==> config.mk <==
export PLATFORM = sky130hd
export DESIGN_NAME = text_line_full_justifier_top
export DESIGN_NICKNAME = d
export VERILOG_FILES = /design/src/hw/rtl/tlj_pkg.sv /design/src/hw/rtl/tlj_div.sv /design/src/hw/rtl/text_line_full_justifier_top.sv
export SDC_FILE = /design/constraint.sdc
export NUM_CORES = 1
export LEC_CHECK = 0
export BUFFER_PORTS_ARGS = -buffer_cell sky130_fd_sc_hd__buf_2
export CAP_MARGIN = 20
export CORE_UTILIZATION = 55
export DETAILED_ROUTE_END_ITERATION = 7
export PLACE_DENSITY_LB_ADDON = 0.05
export SYNTH_ARGS = -nofsm -noshare
export SYNTH_HDL_FRONTEND = slang
export SYNTH_HIERARCHICAL = 1
export SYNTH_SLANG_ARGS = --single-unit
==> constraint.sdc <==
create_clock -name clk -period 9.5 [get_ports clk]
set_input_delay 0.95 -clock clk [delete_from_list [all_inputs] [get_ports clk]]
set_output_delay 0.95 -clock clk [all_outputs]
set_load 0.1 [all_outputs]
==> src/hw/rtl/tlj_pkg.sv <==
// ----------------------------------------------------------------------------
// tlj_pkg
// Shared types and constants for the text line justifier.
// ----------------------------------------------------------------------------
package tlj_pkg;

    localparam int MAX_WIDTH_DEF = 32;
    localparam int MAX_WORDS_DEF = 16;
    localparam int LEN_W         = 6;
    localparam int CHAR_W        = 8;
    localparam logic [CHAR_W-1:0] SPACE_CHAR = 8'd32;
    localparam logic [LEN_W-1:0]  WIDTH_RESET = 6'd16;

    typedef enum logic [2:0] {
        ST_IDLE,
        ST_CLAMP,
        ST_DECIDE,
        ST_SETUP,
        ST_DIV,
        ST_EMIT,
        ST_APPEND
    } tlj_state_t;

    typedef enum logic [1:0] {
        PH_WORD,
        PH_GAP,
        PH_PAD
    } tlj_phase_t;

    // divider control and status
    typedef struct packed {
        logic             start;
        logic [LEN_W-1:0] dividend;
        logic [LEN_W-1:0] divisor;
    } tlj_div_req_t;

    typedef struct packed {
        logic             done;
        logic [LEN_W-1:0] quot;
        logic [LEN_W-1:0] rem;
    } tlj_div_rsp_t;

endpackage

==> src/hw/rtl/tlj_div.sv <==
// ----------------------------------------------------------------------------
// tlj_div
// Restoring divider, one quotient bit per cycle.
// ----------------------------------------------------------------------------
module tlj_div
(
    input  logic                  clk,
    input  logic                  rst_n,
    input  tlj_pkg::tlj_div_req_t req,
    output tlj_pkg::tlj_div_rsp_t rsp
);
    import tlj_pkg::*;

    localparam int STEP_W = $clog2(LEN_W + 1);

    logic                busy_reg;
    logic [STEP_W-1:0]   step_reg;
    logic [LEN_W-1:0]    rem_reg;
    logic [LEN_W-1:0]    quo_reg;
    logic [LEN_W-1:0]    dvs_reg;
    logic                done_reg;
    logic [LEN_W:0]      trial;
    logic [LEN_W:0]      diff;

    // one shift-subtract step
    assign trial = {rem_reg, quo_reg[LEN_W-1]};
    assign diff  = trial - {1'b0, dvs_reg};

    always_ff @(posedge clk or negedge rst_n)
    begin
        if (!rst_n)
        begin
            busy_reg <= 1'b0;
            done_reg <= 1'b0;
            step_reg <= '0;
        end
        else
        begin
            done_reg <= 1'b0;
            if (req.start)
            begin
                busy_reg <= 1'b1;
                step_reg <= '0;
                rem_reg  <= '0;
                quo_reg  <= req.dividend;
                dvs_reg  <= req.divisor;
            end
            else if (busy_reg)
            begin
                if (!diff[LEN_W])
                begin
                    rem_reg <= diff[LEN_W-1:0];
                    quo_reg <= {quo_reg[LEN_W-2:0], 1'b1};
                end
                else
                begin
                    rem_reg <= trial[LEN_W-1:0];
                    quo_reg <= {quo_reg[LEN_W-2:0], 1'b0};
                end
                step_reg <= step_reg + 1'b1;
                if (step_reg == STEP_W'(LEN_W - 1))
                begin
                    busy_reg <= 1'b0;
                    done_reg <= 1'b1;
                end
            end
        end
    end

    assign rsp.done = done_reg;
    assign rsp.quot = quo_reg;
    assign rsp.rem  = rem_reg;

endmodule

==> src/hw/rtl/text_line_full_justifier_top.sv <==
// ----------------------------------------------------------------------------
// text_line_full_justifier_top
// Greedy line filler with full justification of emitted lines.
// ----------------------------------------------------------------------------
// flow: a character that does not close a word is stored while idle; a word
// close runs clamp and decide, then copies its letters into the held line;
// an emitted line goes through setup, the divider when fully justified, then emit.
// output: at most one line character per cycle, stalled while out_ready is low.
// reset: asynchronous active low, clears counts and flags, width back to 16.
module text_line_full_justifier_top
#(
    parameter int MAX_WIDTH = tlj_pkg::MAX_WIDTH_DEF,
    parameter int MAX_WORDS = tlj_pkg::MAX_WORDS_DEF
)
(
    input  logic                        clk,
    input  logic                        rst_n,
    input  logic                        in_valid,
    output logic                        in_ready,
    input  logic [tlj_pkg::CHAR_W-1:0]  char_byte,
    input  logic                        word_end,
    input  logic                        text_end,
    output logic                        out_valid,
    input  logic                        out_ready,
    output logic [tlj_pkg::CHAR_W-1:0]  char_out,
    output logic                        line_end,
    output logic                        run_last,
    output logic                        text_done,
    output logic                        word_cut,
    input  logic                        cfg_valid,
    output logic                        cfg_ready,
    input  logic [tlj_pkg::LEN_W-1:0]   cfg_data
);
    import tlj_pkg::*;

    localparam int AW  = (MAX_WIDTH > 1) ? $clog2(MAX_WIDTH) : 1;
    localparam int WIX = (MAX_WORDS > 1) ? $clog2(MAX_WORDS) : 1;

    tlj_state_t state_reg, state_next;
    tlj_phase_t phase_reg;

    logic [LEN_W-1:0]  width_reg;
    logic [CHAR_W-1:0] pend_mem_reg [MAX_WIDTH];
    logic [CHAR_W-1:0] line_mem_reg [MAX_WIDTH];
    logic [LEN_W-1:0]  wlen_mem_reg [MAX_WORDS];

    logic [LEN_W-1:0]  llc_reg, lwc_reg, pl_reg;
    logic              cut_reg, pcut_reg, te_reg, last_reg;
    logic [LEN_W-1:0]  pos_reg, src_reg, j_reg, k_reg, ak_reg, s_reg;
    logic [LEN_W-1:0]  even_reg, extra_reg;

    logic              out_valid_reg, line_end_reg, run_last_reg;
    logic              text_done_reg, word_cut_reg;
    logic [CHAR_W-1:0] char_out_reg;

    logic [LEN_W-1:0]  w_eff;
    logic              slot_free;
    logic              emit_fire;
    logic [CHAR_W-1:0] emit_char;
    logic [LEN_W-1:0]  wlen_cur;
    logic [LEN_W-1:0]  gaps;
    logic              full_ok;
    logic              need_emit;
    logic [LEN_W:0]    fit_sum;

    tlj_div_req_t div_req;
    tlj_div_rsp_t div_rsp;

    tlj_div u_div
    (
        .clk   (clk),
        .rst_n (rst_n),
        .req   (div_req),
        .rsp   (div_rsp)
    );

    // effective width saturated to 1..MAX_WIDTH
    always_comb
    begin
        if (width_reg == '0)
            w_eff = LEN_W'(1);
        else if (width_reg > LEN_W'(MAX_WIDTH))
            w_eff = LEN_W'(MAX_WIDTH);
        else
            w_eff = width_reg;
    end

    assign slot_free = !out_valid_reg || out_ready;
    assign wlen_cur  = wlen_mem_reg[j_reg[WIX-1:0]];
    assign gaps      = (lwc_reg != '0) ? lwc_reg - 1'b1 : '0;
    assign full_ok   = !last_reg && (lwc_reg > LEN_W'(1))
                       && ({1'b0, llc_reg} + {1'b0, gaps} <= {1'b0, w_eff});
    assign fit_sum   = {1'b0, llc_reg} + {1'b0, lwc_reg} + {1'b0, pl_reg};
    assign need_emit = (lwc_reg != '0)
                       && ((lwc_reg >= LEN_W'(MAX_WORDS)) || (fit_sum > {1'b0, w_eff}));

    assign div_req.start    = (state_reg == ST_SETUP) && full_ok;
    assign div_req.dividend = w_eff - llc_reg;
    assign div_req.divisor  = gaps;

    // next state and emitter decode
    always_comb
    begin
        state_next = state_reg;
        emit_fire  = 1'b0;
        emit_char  = SPACE_CHAR;
        unique case (state_reg)
            ST_IDLE:
            begin
                if (in_valid)
                    state_next = (word_end || text_end) ? ST_CLAMP : ST_IDLE;
            end
            ST_CLAMP:
                state_next = ST_DECIDE;
            ST_DECIDE:
                state_next = need_emit ? ST_SETUP : ST_APPEND;
            ST_SETUP:
                state_next = full_ok ? ST_DIV : ST_EMIT;
            ST_DIV:
            begin
                if (div_rsp.done)
                    state_next = ST_EMIT;
            end
            ST_EMIT:
            begin
                if (slot_free)
                begin
                    case (phase_reg)
                        PH_WORD:
                        begin
                            if (j_reg < lwc_reg && k_reg < wlen_cur)
                            begin
                                emit_fire = 1'b1;
                                emit_char = line_mem_reg[src_reg[AW-1:0]];
                            end
                        end
                        PH_GAP:
                            emit_fire = (s_reg != '0);
                        default:
                            emit_fire = 1'b1;
                    endcase
                    if (emit_fire && pos_reg == w_eff - 1'b1)
                        state_next = last_reg ? ST_IDLE : ST_APPEND;
                end
            end
            ST_APPEND:
            begin
                if (!(ak_reg < pl_reg && llc_reg < LEN_W'(MAX_WIDTH)))
                    state_next = te_reg ? ST_SETUP : ST_IDLE;
            end
            default:
                state_next = ST_IDLE;
        endcase
    end

    // state register
    always_ff @(posedge clk or negedge rst_n)
    begin
        if (!rst_n)
            state_reg <= ST_IDLE;
        else
            state_reg <= state_next;
    end

    // configuration write
    always_ff @(posedge clk or negedge rst_n)
    begin
        if (!rst_n)
            width_reg <= WIDTH_RESET;
        else if (cfg_valid && cfg_ready)
            width_reg <= cfg_data;
    end

    // datapath and control counters
    always_ff @(posedge clk or negedge rst_n)
    begin
        if (!rst_n)
        begin
            llc_reg       <= '0;
            lwc_reg       <= '0;
            pl_reg        <= '0;
            cut_reg       <= 1'b0;
            pcut_reg      <= 1'b0;
            te_reg        <= 1'b0;
            last_reg      <= 1'b0;
            out_valid_reg <= 1'b0;
            phase_reg     <= PH_WORD;
        end
        else
        begin
            if (out_ready)
                out_valid_reg <= 1'b0;
            case (state_reg)
                // store the incoming character of the pending word
                ST_IDLE:
                begin
                    if (in_valid)
                    begin
                        te_reg   <= text_end;
                        last_reg <= 1'b0;
                        if (pl_reg < w_eff)
                        begin
                            pend_mem_reg[pl_reg[AW-1:0]] <= char_byte;
                            pl_reg <= pl_reg + 1'b1;
                        end
                        else
                            pcut_reg <= 1'b1;
                    end
                end
                // word longer than a lowered width
                ST_CLAMP:
                begin
                    if (pl_reg > w_eff)
                    begin
                        pl_reg   <= w_eff;
                        pcut_reg <= 1'b1;
                    end
                end
                ST_SETUP:
                begin
                    pos_reg   <= '0;
                    src_reg   <= '0;
                    j_reg     <= '0;
                    k_reg     <= '0;
                    phase_reg <= PH_WORD;
                    even_reg  <= LEN_W'(1);
                    extra_reg <= '0;
                end
                ST_DIV:
                begin
                    if (div_rsp.done)
                    begin
                        even_reg  <= div_rsp.quot;
                        extra_reg <= div_rsp.rem;
                    end
                end
                // at most one line character per free output slot
                ST_EMIT:
                begin
                    if (slot_free)
                    begin
                        if (emit_fire)
                        begin
                            out_valid_reg <= 1'b1;
                            char_out_reg  <= emit_char;
                            line_end_reg  <= (pos_reg == w_eff - 1'b1);
                            run_last_reg  <= (pos_reg == w_eff - 1'b1) && (last_reg || !te_reg);
                            text_done_reg <= (pos_reg == w_eff - 1'b1) && last_reg;
                            word_cut_reg  <= cut_reg;
                            pos_reg       <= pos_reg + 1'b1;
                            if (phase_reg == PH_WORD)
                            begin
                                src_reg <= src_reg + 1'b1;
                                k_reg   <= k_reg + 1'b1;
                            end
                            if (phase_reg == PH_GAP)
                                s_reg <= s_reg - 1'b1;
                            if (pos_reg == w_eff - 1'b1)
                            begin
                                llc_reg <= '0;
                                lwc_reg <= '0;
                                cut_reg <= 1'b0;
                                ak_reg  <= '0;
                            end
                        end
                        else
                        begin
                            case (phase_reg)
                                PH_WORD:
                                begin
                                    if (j_reg + 1'b1 < lwc_reg)
                                    begin
                                        phase_reg <= PH_GAP;
                                        s_reg     <= even_reg
                                                     + ((j_reg < extra_reg) ? LEN_W'(1) : '0);
                                    end
                                    else
                                        phase_reg <= PH_PAD;
                                end
                                PH_GAP:
                                begin
                                    phase_reg <= PH_WORD;
                                    j_reg     <= j_reg + 1'b1;
                                    k_reg     <= '0;
                                end
                                default:
                                    phase_reg <= PH_PAD;
                            endcase
                        end
                    end
                end
                // copy the pending word into the held line
                ST_APPEND:
                begin
                    if (ak_reg < pl_reg && llc_reg < LEN_W'(MAX_WIDTH))
                    begin
                        line_mem_reg[llc_reg[AW-1:0]] <= pend_mem_reg[ak_reg[AW-1:0]];
                        llc_reg <= llc_reg + 1'b1;
                        ak_reg  <= ak_reg + 1'b1;
                    end
                    else
                    begin
                        wlen_mem_reg[lwc_reg[WIX-1:0]] <= ak_reg;
                        lwc_reg  <= lwc_reg + 1'b1;
                        cut_reg  <= cut_reg | pcut_reg;
                        pl_reg   <= '0;
                        pcut_reg <= 1'b0;
                        if (te_reg)
                            last_reg <= 1'b1;
                    end
                end
                default:
                begin
                end
            endcase
            // copy index starts fresh on every word close
            if (state_reg == ST_DECIDE)
                ak_reg <= '0;
        end
    end

    // width changes only between transactions while idle
    assign in_ready  = (state_reg == ST_IDLE);
    assign cfg_ready = (state_reg == ST_IDLE) && !in_valid;
    assign out_valid = out_valid_reg;
    assign char_out  = char_out_reg;
    assign line_end  = line_end_reg;
    assign run_last  = run_last_reg;
    assign text_done = text_done_reg;
    assign word_cut  = word_cut_reg;

endmodule

# Word-level counts from Yosys, hierarchy flattened
# Memories as Yosys holds them, arrays and structs flattened. A register that Yosys moved wholly into a read port is not among the register bits.
# Cells that the tools add are included.
# totals
register_bits	109
word_cells	256
latch_bits	0
inputBits	21
n_memories	3
ram_bits	608
rom_bits	0
# classes
n_lt_le_gt_ge	13
multipliers	0
shift	0
n_bitwise	1
reduce_logical	54
add_sub_neg	18
n_eq_ne	27
muxes	111
div_mod_pow	0
# mem_list
name	words	width	read_ports	rd_clocked_by_memory_dff	write_ports	line_no	text
line_mem_reg	32	8	1	1	1	text_line_full_justifier_top.sv:44	logic [CHAR_W-1:0] line_mem_reg [MAX_WIDTH];
pend_mem_reg	32	8	1	1	1	text_line_full_justifier_top.sv:43	logic [CHAR_W-1:0] pend_mem_reg [MAX_WIDTH];
wlen_mem_reg	16	6	1	1	1	text_line_full_justifier_top.sv:45	logic [LEN_W-1:0] wlen_mem_reg [MAX_WORDS];
# ops
operator	n
$mux W6	38
$pmux W6 S2	9
$add A6 B1 Y6 const B	8
$mux W1	40
$reduce_and A5 Y1	8
$lt A6 B6 Y1	6
$mux W3	9
$ne A2 B2 Y1 const B	13
$pmux W3 S7	1
$pmux W6 S3	1
$sub A6 B1 Y6 const B	3
$add A6 B6 Y7	2
$logic_and A1 B1 Y1	14
$reduce_bool A2 Y1	7
$eq A3 B3 Y1 const B	4
$reduce_and A4 Y1	3
$reduce_bool A6 Y1	2
$mux W5	2
$mux W2	4
$pmux W2 S2	2
$reduce_and A2 Y1	4
$add A7 B6 Y7	1
$gt A7 B6 Y1	1
$le A7 B6 Y1	1
27 further kinds	41

# Longest topological paths before layout
# Gate-level depths: netlist of run 1.
# depth
word_depth	13
mapped_depth	22

# Modules after synthesis
# Netlist of run 1, hierarchy kept.
# modules_own_cells
mod	area_per_inst_um2	cells_per_inst	instances	seq_area_each_um2
text_line_full_justifier_top	30519.3	1717	1	21061.4
tlj_div	1316.3	111	1	665.6

# Worst setup path before layout of run 1
# Ideal clock, no wire load.
# synth_path
path_type	register -> register
startpoint	register lwc_reg[1]
endpoint	register u_div.quo_reg[4], data pin
path_buffers	2
stages_incl_launch_ff	22
setup_time_ps	260
setup_slack_ps	4926
arrival_time_ps	4315
required_ps	9240
path_cell_list	dfrtp_1 > inv_1 > ha_1 > nand2_1 > nor3_1 > or2_2 > inv_1 > ha_1 > a21o_1 > a21oi_1 > o21ai_0 > a21oi_1 > xnor2_1 > ha_1 > nand3_1 > a21oi_1 > a211oi_1 > o221a_2 > nor2b_1 > clkbuf_1 > clkbuf_1 > mux2_2
# synth_lines
element	line_no	text
start, declared	text_line_full_justifier_top.sv:47	logic [LEN_W-1:0] llc_reg, lwc_reg, pl_reg;
start signal, assigned	text_line_full_justifier_top.sv:304	lwc_reg <= lwc_reg + 1'b1;
end signal, assigned	tlj_div.sv:45	quo_reg <= req.dividend;
end signal, assigned	tlj_div.sv:53	quo_reg <= {quo_reg[LEN_W-2:0], 1'b1};
end signal, assigned	tlj_div.sv:58	quo_reg <= {quo_reg[LEN_W-2:0], 1'b0};
end, declared	tlj_div.sv:19	logic [LEN_W-1:0] quo_reg;

==> reports/results.ini, run 1 <==
[status]
status=finished, final reports clean

[timing]
maxSlewViolCount=0
rsz0062_at_grt=no
max_freq_mhz=193.7
hold_viol=0
finalSetupTns_ns=0
tightest_slew_ns=1.180
setup_viol=0
period_share_pct=54.34
timing.hold.ws_ns=0.4002
setup_slack_ns=4.338
period_needed_ns=5.162
relSlewSlack_pct=21.33
fin_skew_ns=0.02389

[die]
die_area_um2=58850
die_height_um=242.6
start_util_pct=56.03
boundaryPins=36
fp.dieW_um=242.6
design.core.area_um2=56820
num_rows=87

[final_layout]
synthToLayoutAreaGrowth_pct=10.56
diodes=0
final_nets=2005
multi_input_area_um2=9514
register_area_um2=21730
final_cell_mix=edfxtp_1 (685), mux4_2 (188), nor2_1 (151)
drive_above_1_share_pct=20.31
final_common_cell=edfxtp_1
fillCellCount=4152

[power]
p_int_uw=7066
switchingPower_uw=3425
max-vdd-ir-drop_v=0.0002123
power_leakage_uw=0.01181
swShare_pct=32.65
power_density_nw_per_um2=298.0
share_comb_of_total_power_pct=30.2
p_clk_share_pct=27.7
pwr-share-seq_pct=42.0

[critical_path]
rr_worst_depth=9
worst-setup-path-type=flip-flop to flip-flop
cp_max_fo=26
r2r_end=word_cut
r2r_slack_ns=4.34
worst_setup_path_start_kind=flip-flop
endpoint_kind=flip-flop
arrival_ns=5.39
worst-endpoint-required_ns=9.73

[route]
dr.pass1.iters=5
via_count=16510
drc_errors=0
vias_per_cell=6.124
drtIter0Drc=1403
wire_per_inst_um=25.79
ant_nets=0
drt_wl_total_mm=69.52

[placement]
dp_hpwl_mm=44.70
port_buffers=35
gp_congestion=0.8655
pre_cts_slack_ns=4.328

[logic_synthesis]
synth_seq_cells=733
synth_area_leaders=edfxtp_1 (65%), mux4_2 (13%), ha_1 (3.5%), dfrtp_1 (3.0%), nor2_1 (1.8%)
syn_inst=1828
synth-xor-area-share_pct=1.513
synth_top_family_by_area=multiplexers
yosysTopAreaCellShare_pct=64.61
synthMuxAreaShare_pct=14.84
syn_area_um2=31840
synth_ff_type=edfxtp_1
synth_simple_gate_area_share_pct=5.994
post-synth-top-area-cell=edfxtp_1
synth_warnings=6
ys_seq_area_share_pct=68.25
yosysUniqueCellTypes=74
async_flop_share_pct=5.321
synth_edf_count=685
synth-compound-area-share_pct=3.384
syn_nets=1948
syn_area_per_cell_um2=17.42
synth-adder-area-share_pct=4.158

[clocking]
cts_made_buffers=75
clock-root-buffer=clkbuf_16
htreeDepth=3
insertion_delay_ns=0.62
clkTransAtPathRegs_ns=0.07
hold_buffers=0
cts_setup_buffers=0
clk_path_buf_depth=3
post_cts_resized=0
cts_tree=yes
clock_sinks=733

[global_routing]
antenna_found_initial=0
grt_pass1_vias=16790
overflow=0
grt_max_degree=67
grt_pass1_wl_mm=106.5
groute.usage.overall_pct=24.44

[run]
max_cap_viol_count=0

[min_path]
min_path_type=input port to asynchronous set/reset pin

==> area by class of cell <==
| class | instances | share of cell area (%) |
|---|---|---|
| clock buffers | 89 | 5.631 |
| clock inverters | 43 | 1.191 |
| inverters | 74 | 0.7892 |
| multi-input cells | 948 | 27.03 |
| flip-flops and latches | 733 | 61.75 |
| well taps | 756 | 2.687 |
| repair buffers | 53 | 0.9242 |
==> cells in the mapped netlist (5+ instances only) <==
master,number
inv_1,72
and2_1,27
fa_1,10
xor2_1,17
mux2i_1,14
nor3b_1,6
buf_1,12
nand4_1,10
mux4_2,188
edfxtp_1,685
a21oi_1,48
clkbuf_1,41
nand2_1,65
dfxtp_1,9
nor2_1,151
o211ai_1,5
dfrtp_1,38
nor3_1,19
ha_1,89
o21ai_0,36
nand3_1,47
nor2b_1,16
o31ai_1,5
xnor2_1,38
a31oi_1,7
mux2_2,27
a211oi_1,9
and3_1,5
nor4_1,7
a21o_1,16
o22ai_1,7
or3_1,8
nand2b_1,10
buf_2,15
==> power by group through the flow <==
stage          clock, uW  combinational, uW  sequential [uW]
2_1_floorplan          0               2380             4300
3_3_place_gp           0               3080             4480
3_5_place_dp           0               3170             4480
4_1_cts             2960               3180             4420
5_1_grt             3070               3510             4450
6_report            2910               3170             4410
==> metal layers <==
metal	global-route usage (%)	vias up	routed length, um
met2	38.08	487	33300
met4	6.715	0	1677
met5	0	-	0
li1	-	7338	-
met3	4.456	104	3904
met1	35.83	8580	30640
==> critical path, stage by stage, from the launching register on <==
cell and delay [ns]:
dfxtp_2 0.92, mux4_2 0.61, mux4_2 0.51, inv_1 0.07, ha_1 0.24, and4_1 0.24
and2_1 0.18, o41ai_2 0.53, and3b_1 0.78, and2_1 0.67
==> logic make-up after synthesis <==
group,after synthesis
compound gates,168
xor+xnor,55
fa+ha+maj,100
buf+inv,147
flops,733
mux,233
simple gates,392
==> how the worst max path moves through the flow <==
stage / startpoint / endpoint / slack [ns]
floorplan: lwc_reg[1] / u_div/quo_reg[4] / 4.93
global placement: flip-flop / char_out[1] / 4.41
CTS: flip-flop / word_cut / 4.29
finish: flip-flop / word_cut / 4.34
detailed placement: flip-flop / char_out[2] / 4.33
global route: lwc_reg[1] / u_div/quo_reg[5] / 3.92
==> through the flow <==
stage / total power, uW / instance area, um2 / instances / utilization, %
2_1_floorplan: 6675 / 31840 / 1828 / -
3_3_place_gp: 7556 / 32740 / 2558 / 57.61
3_5_place_dp: 7654 / 32750 / 2560 / 57.63
4_1_cts: 10560 / 35150 / 2692 / 61.86
5_1_grt: 11030 / 35200 / 2696 / 61.94
6_report: 10490 / 35200 / 2696 / 61.94
Note: power is estimated with default switching activity, not from simulation.
==> run 2: changes to the inputs <==
==> constraint.sdc (replaced) <==
create_clock -name clk -period 5.3 [get_ports clk]
set_input_delay 0.53 -clock clk [delete_from_list [all_inputs] [get_ports clk]]
set_output_delay 0.53 -clock clk [all_outputs]
set_load 0.1 [all_outputs]
==> run 2 against run 1 <==
Cell count is 1.3% higher; clock power is 83% higher; die area stayed put; via count is 0.44% lower; sequential share of layout area is 0.54 points lower; non-clock buffer count is 27 higher; global-route usage is 0.31 points lower; critical path type unchanged; critical endpoint is now u_div/rem_reg[2]; highest routed layer unchanged.
==> reports/results.ini, run 2 (same netlist as run 1, synthesis figures left out) <==
[timing]
fin_skew_ns=0.02685  ; was 0.02389 ns
relSlewSlack_pct=28.46  ; was 21.33%
period_needed_ns=4.795  ; was 5.162 ns
hold_viol=0  ; unchanged
setup_viol=0  ; unchanged
finalSetupTns_ns=0  ; unchanged
rsz0062_at_grt=no  ; unchanged
maxSlewViolCount=0  ; unchanged
period_share_pct=90.48  ; was 54.34%
tightest_slew_ns=1.065  ; was 1.180 ns
max_freq_mhz=208.5  ; was 193.7 MHz

[power]
max-vdd-ir-drop_v=0.0003808  ; was 0.0002123 V
total_power_uw=18970  ; was 10490 uW
power_leakage_uw=0.01199  ; was 0.01181 uW
power_density_nw_per_um2=534.2  ; was 298.0 nW/um2

[die]
start_util_pct=56.03  ; unchanged
die_height_um=242.6  ; unchanged
design.core.area_um2=56820  ; unchanged
boundaryPins=36  ; unchanged
fp.dieW_um=242.6  ; unchanged
num_rows=87  ; unchanged
die_area_um2=58850  ; unchanged

[global_routing]
groute.usage.overall_pct=24.12  ; was 24.44%
grt_max_degree=50  ; was 67
grt_pass1_wl_mm=105.7  ; was 106.5 mm
overflow=0  ; unchanged
grt_pass1_vias=16710  ; was 16790
antenna_found_initial=0  ; unchanged

[critical_path]
worst_setup_path_start_kind=flip-flop  ; unchanged
path_cells=inv_1 > ha_1 > nand2_1 > nor3_1 > or2_2 > inv_1 > ha_1 > a21o_1 > a21oi_1 > o21ai_0 > a21oi_1 > xnor2_1 > ha_1 > nand3_1 > a21oi_1 > a211oi_1 > o221a_2 > nor2b_1 > buf_4 > nand2b_1 > nor2_1 > a221o_1  ; was mux4_2 > mux4_2 > inv_1 > ha_1 > and4_1 > and2_1 > o41ai_2 > and3b_1 > and2_1
cpMaxStageDelayCell=dfrtp_1  ; was dfxtp_2
max_stage_delay_ns=0.45  ; was 0.92 ns
worst-endpoint-required_ns=5.65  ; was 9.73 ns
cp_max_fo=10  ; was 26
endpoint_kind=flip-flop  ; unchanged
arrival_ns=5.14  ; was 5.39 ns
worst-setup-path-type=flip-flop to flip-flop  ; unchanged

[placement]
gp_congestion=0.8602  ; was 0.8655
dp_hpwl_mm=45.19  ; was 44.70 mm
port_buffers=35  ; unchanged
placed_cells=2588  ; was 2560

[clocking]
cts_tree=yes  ; unchanged
clock_sinks=733  ; unchanged
htreeDepth=3  ; unchanged
clk_path_buf_depth=3  ; unchanged
clkTransAtPathRegs_ns=0.06  ; was 0.07 ns
clock-root-buffer=clkbuf_16  ; unchanged
cts_made_buffers=76  ; was 75
insertion_delay_ns=0.62  ; about the same

[status]
status=finished, final reports clean  ; unchanged

[final_layout]
synthToLayoutAreaGrowth_pct=11.53  ; was 10.56%
final_nets=2033  ; was 2005
final-instance-count-excl-fill=2730  ; was 2696
final_common_cell=edfxtp_1  ; unchanged
final_cell_mix=edfxtp_1 (685), mux4_2 (188), nor2_1 (151)  ; unchanged
diodes=0  ; unchanged
drive_above_1_share_pct=21.38  ; was 20.31%

[route]
vias_per_cell=6.021  ; was 6.124
wire_per_inst_um=25.05  ; was 25.79 um
drc_errors=0  ; unchanged
dr.pass1.iters=5  ; unchanged
ant_nets=0  ; unchanged
via_count=16440  ; was 16510
drt_wl_total_mm=68.39  ; was 69.52 mm
drtIter0Drc=1350  ; was 1403

[min_path]
min_path_type=input port to flip-flop  ; was input port to asynchronous set/reset pin

[run]
max_cap_viol_count=0  ; unchanged

## run 2: changes by cell type in the layout (fill, tap and decap cells not counted), sizes merged
cell	change
buf	+27
clkbuf	+10
clkinv	-2
inv	-2
dlygate4sd3	+1
## run 2: final cells by class
cell class | instances | area (um2)
clock buffers | 100 | 2108
clock inverters | 39 | 389.1
fillers | 4169 | 21320
inverters | 74 | 277.8
multi-input cells | 948 | 9517
flip-flops and latches | 733 | 21730
well taps | 756 | 945.9
repair buffers | 80 | 535.5
## run 2: per-layer routing
layer  wire length [um]  up-vias  GRT usage, %
met1              30860     8519         35.74
met5                  0        -             0
li1                   -     7388             -
met2              32930      425         38.13
met4               1426        0         5.808
met3               3169      105         3.660
## run 2: critical path, delay by kind of cell, from the launching register on
| kind | cells | cell delay (ns) |
|---|---|---|
| compound gates | 8 | 1.53 |
| simple gates | 7 | 1.28 |
| xor+xnor | 1 | 0.14 |
| fa+ha+maj | 3 | 0.78 |
| flops | 1 | 0.45 |
| buf+inv | 3 | 0.36 |
## run 2: worst paths after layout
check                       startpoint                to  slack, ns  depth (start not counted)
setup / recovery            lwc_reg[1]  u_div/rem_reg[2]       0.50                         22
hold / removal             cfg_data[5]      width_reg[5]       0.16                          2
setup reg to reg            lwc_reg[1]  u_div/rem_reg[2]       0.50                         22
hold reg to reg               pcut_reg          pcut_reg       0.51                          2
max in group asynchronous        rst_n        lwc_reg[5]       3.79                          3
min in group asynchronous        rst_n        llc_reg[2]       0.45                          2
## run 2: metrics by stage
stage	instance area (um2)	hold slack [ns]	util, %	setup WS (ns)
after CTS	35490	0.1316	62.46	0.4345
after detailed placement	32980	0.4964	58.04	0.4460
after global routing	35510	0.1360	62.49	0.1580
after global placement	32970	0.4915	58.02	0.6396
after floorplan	31840	0.2344	-	0.7256
final	35510	0.1643	62.49	0.5046
## run 2: repair_timing
action,CTS,global route
hold endpoints to repair,14,0
hold buffers,1,0
setup buffers,0,0
setup endpoints to repair,0,6
resized for setup,0,1
## run 2: report_power, final
part / switching (uW) / internal [uW] / leakage [uW]
Clock: 2170 / 3150 / 0.00122
Combinational: 3370 / 2400 / 0.00405
Sequential: 585 / 7300 / 0.00672
Total: 6120 / 12800 / 0.0120
==> run 3: changes to the inputs <==
==> constraint.sdc (replaced) <==
create_clock -name clk -period 6.15 [get_ports clk]
set_input_delay 0.615 -clock clk [delete_from_list [all_inputs] [get_ports clk]]
set_output_delay 0.615 -clock clk [all_outputs]
set_load 0.1 [all_outputs]
==> run 3 against run 2 <==
Setup slack gained 0.34 ns; wire length up 2.2%; utilization shrank 0.58 points; first-iteration DRC count increased by 3.1%; sequential power down 13%; global-route usage rose by 0.39 points; power decreased by 15%; hold slack got worse by 0.12 ns; via count increased by 1.2%; fmax is 9.6% lower; largest cell class unchanged.
==> reports/results.ini, run 3 (same netlist as run 1, synthesis figures left out) <==
[final_layout]
final_cell_mix=edfxtp_1 (685), mux4_2 (188), nor2_1 (151)  ; unchanged
register_area_um2=21730  ; unchanged
final_nets=2007  ; was 2033
fillCellCount=4087  ; was 4169
final-instance-count-excl-fill=2700  ; was 2730
synthToLayoutAreaGrowth_pct=10.49  ; was 11.53%
final_common_cell=edfxtp_1  ; unchanged
drive_above_1_share_pct=20.12  ; was 21.38%
multi_input_area_um2=9514  ; was 9517 um2

[critical_path]
arrival_ns=5.54  ; was 5.14 ns
cp_max_fo=8  ; was 10
worst-setup-path-type=flip-flop to flip-flop  ; unchanged
path_cells=inv_1 > ha_1 > nand2_1 > nor3_1 > or2_2 > inv_1 > ha_1 > a21o_1 > a21oi_1 > o21ai_0 > a21oi_1 > xnor2_1 > ha_1 > nand3_1 > a21oi_1 > a211oi_1 > o221a_2 > nor2b_1 > nor2_1 > nor2b_1  ; was inv_1 > ha_1 > nand2_1 > nor3_1 > or2_2 > inv_1 > ha_1 > a21o_1 > a21oi_1 > o21ai_0 > a21oi_1 > xnor2_1 > ha_1 > nand3_1 > a21oi_1 > a211oi_1 > o221a_2 > nor2b_1 > buf_4 > nand2b_1 > nor2_1 > a221o_1
cpMaxStageDelayCell=nor2b_1  ; was dfrtp_1
worst-endpoint-required_ns=6.39  ; was 5.65 ns
worst_setup_path_start_kind=flip-flop  ; unchanged
max_stage_delay_ns=0.49  ; was 0.45 ns
endpoint_kind=flip-flop  ; unchanged

[placement]
placed_cells=2563  ; was 2588
port_buffers=35  ; unchanged
pre_cts_slack_ns=0.9739  ; was 0.4460 ns
gp_congestion=0.8799  ; was 0.8602
dp_hpwl_mm=45.09  ; was 45.19 mm

[timing]
relSlewSlack_pct=30.50  ; was 28.46%
period_needed_ns=5.305  ; was 4.795 ns
max_freq_mhz=188.5  ; was 208.5 MHz
setup_slack_ns=0.8448  ; was 0.5046 ns
hold_viol=0  ; unchanged
fin_skew_ns=0.01970  ; was 0.02685 ns
rsz0062_at_grt=no  ; unchanged
setup_viol=0  ; unchanged
timing.hold.ws_ns=0.04474  ; was 0.1643 ns
tightest_slew_ns=1.034  ; was 1.065 ns
maxSlewViolCount=0  ; unchanged
period_share_pct=86.26  ; was 90.48%
finalSetupTns_ns=0  ; unchanged

[route]
via_count=16640  ; was 16440
drc_errors=0  ; unchanged
ant_nets=0  ; unchanged
wire_per_inst_um=25.88  ; was 25.05 um
drt_wl_total_mm=69.87  ; was 68.39 mm
vias_per_cell=6.162  ; was 6.021
drtIter0Drc=1392  ; was 1350
dr.pass1.iters=6  ; was 5

[die]
die_area_um2=58850  ; unchanged
num_rows=87  ; unchanged
design.core.area_um2=56820  ; unchanged
die_height_um=242.6  ; unchanged
fp.dieW_um=242.6  ; unchanged
start_util_pct=56.03  ; unchanged
boundaryPins=36  ; unchanged

[clocking]
clkTransAtPathRegs_ns=0.06  ; about the same
hold_buffers=0  ; was 1
htreeDepth=3  ; unchanged
post_cts_resized=0  ; unchanged
cts_setup_buffers=0  ; unchanged
cts_tree=yes  ; unchanged
cts_made_buffers=74  ; was 76
insertion_delay_ns=0.62  ; about the same
clock_sinks=733  ; unchanged
clk_path_buf_depth=3  ; unchanged
clock-root-buffer=clkbuf_16  ; unchanged

[power]
power_density_nw_per_um2=459.0  ; was 534.2 nW/um2
total_power_uw=16150  ; was 18970 uW
max-vdd-ir-drop_v=0.0002946  ; was 0.0003808 V
power_leakage_uw=0.01179  ; was 0.01199 uW

[global_routing]
grt_pass1_wl_mm=106.7  ; was 105.7 mm
antenna_found_initial=0  ; unchanged
overflow=0  ; unchanged
groute.usage.overall_pct=24.51  ; was 24.12%
grt_pass1_vias=17000  ; was 16710
grt_max_degree=68  ; was 50

[min_path]
min_path_type=input port to asynchronous set/reset pin  ; was input port to flip-flop

[run]
max_cap_viol_count=0  ; unchanged

[status]
status=finished, final reports clean  ; unchanged

[run 3: critical path, delay by kind of cell (launching register included)]
kind | cells | cell delay [ns]
and+or+nand+nor | 7 | 1.94
AOI/OAI and AO/OA | 7 | 1.28
adders and majority gates | 3 | 0.83
DFF | 1 | 0.45
buffers and inverters | 2 | 0.29
xor gates and xnor gates | 1 | 0.14
[run 3: path summary, 6_finish.rpt]
| path | startpoint | to | slack (ns) | cells past startpoint |
|---|---|---|---|---|
| min in group clk | cfg_data[0] | width_reg[0] | 0.25 | 2 |
| max in group asynchronous | rst_n | out_valid | 5.22 | 3 |
| hold reg to reg | cut_reg | word_cut | 0.50 | 0 |
| setup / recovery | lwc_reg[1] | u_div/quo_reg[5] | 0.84 | 20 |
| hold / removal | rst_n | llc_reg[5] | 0.04 | 2 |
| setup reg to reg | lwc_reg[1] | u_div/quo_reg[5] | 0.84 | 20 |
[run 3: layout make-up]
type,count,share of cell area (%)
inverters,74,0.7897
clock buffers,97,5.720
well taps,756,2.689
clock inverters,35,0.9355
flip-flops and latches,733,61.79
multi-input cells,948,27.05
repair buffers,56,1.024
diodes,1,0.007114
[run 3: layer usage]
layer | vias up | track usage (%) | share of wire, %
met1 | 8584 | 35.88 | 44
met2 | 585 | 37.71 | 47
met4 | 0 | 7.603 | 2.8
met5 | - | 0 | 0
li1 | 7345 | - | -
met3 | 123 | 4.666 | 6.6
[run 3: report_power, final]
part	switching (uW)	leakage, uW	internal (uW)	total [uW]
Sequential	551	0.00672	6290	6840
Combinational	2880	0.00394	2030	4920
Clock	1860	0.00114	2530	4390
[run 3: metrics by stage]
stage | util, % | cell area, um2
2_1_floorplan | - | 31840
3_3_place_gp | 57.70 | 32790
3_5_place_dp | 57.70 | 32790
4_1_cts | 61.82 | 35130
5_1_grt | 61.90 | 35170
6_report | 61.90 | 35180
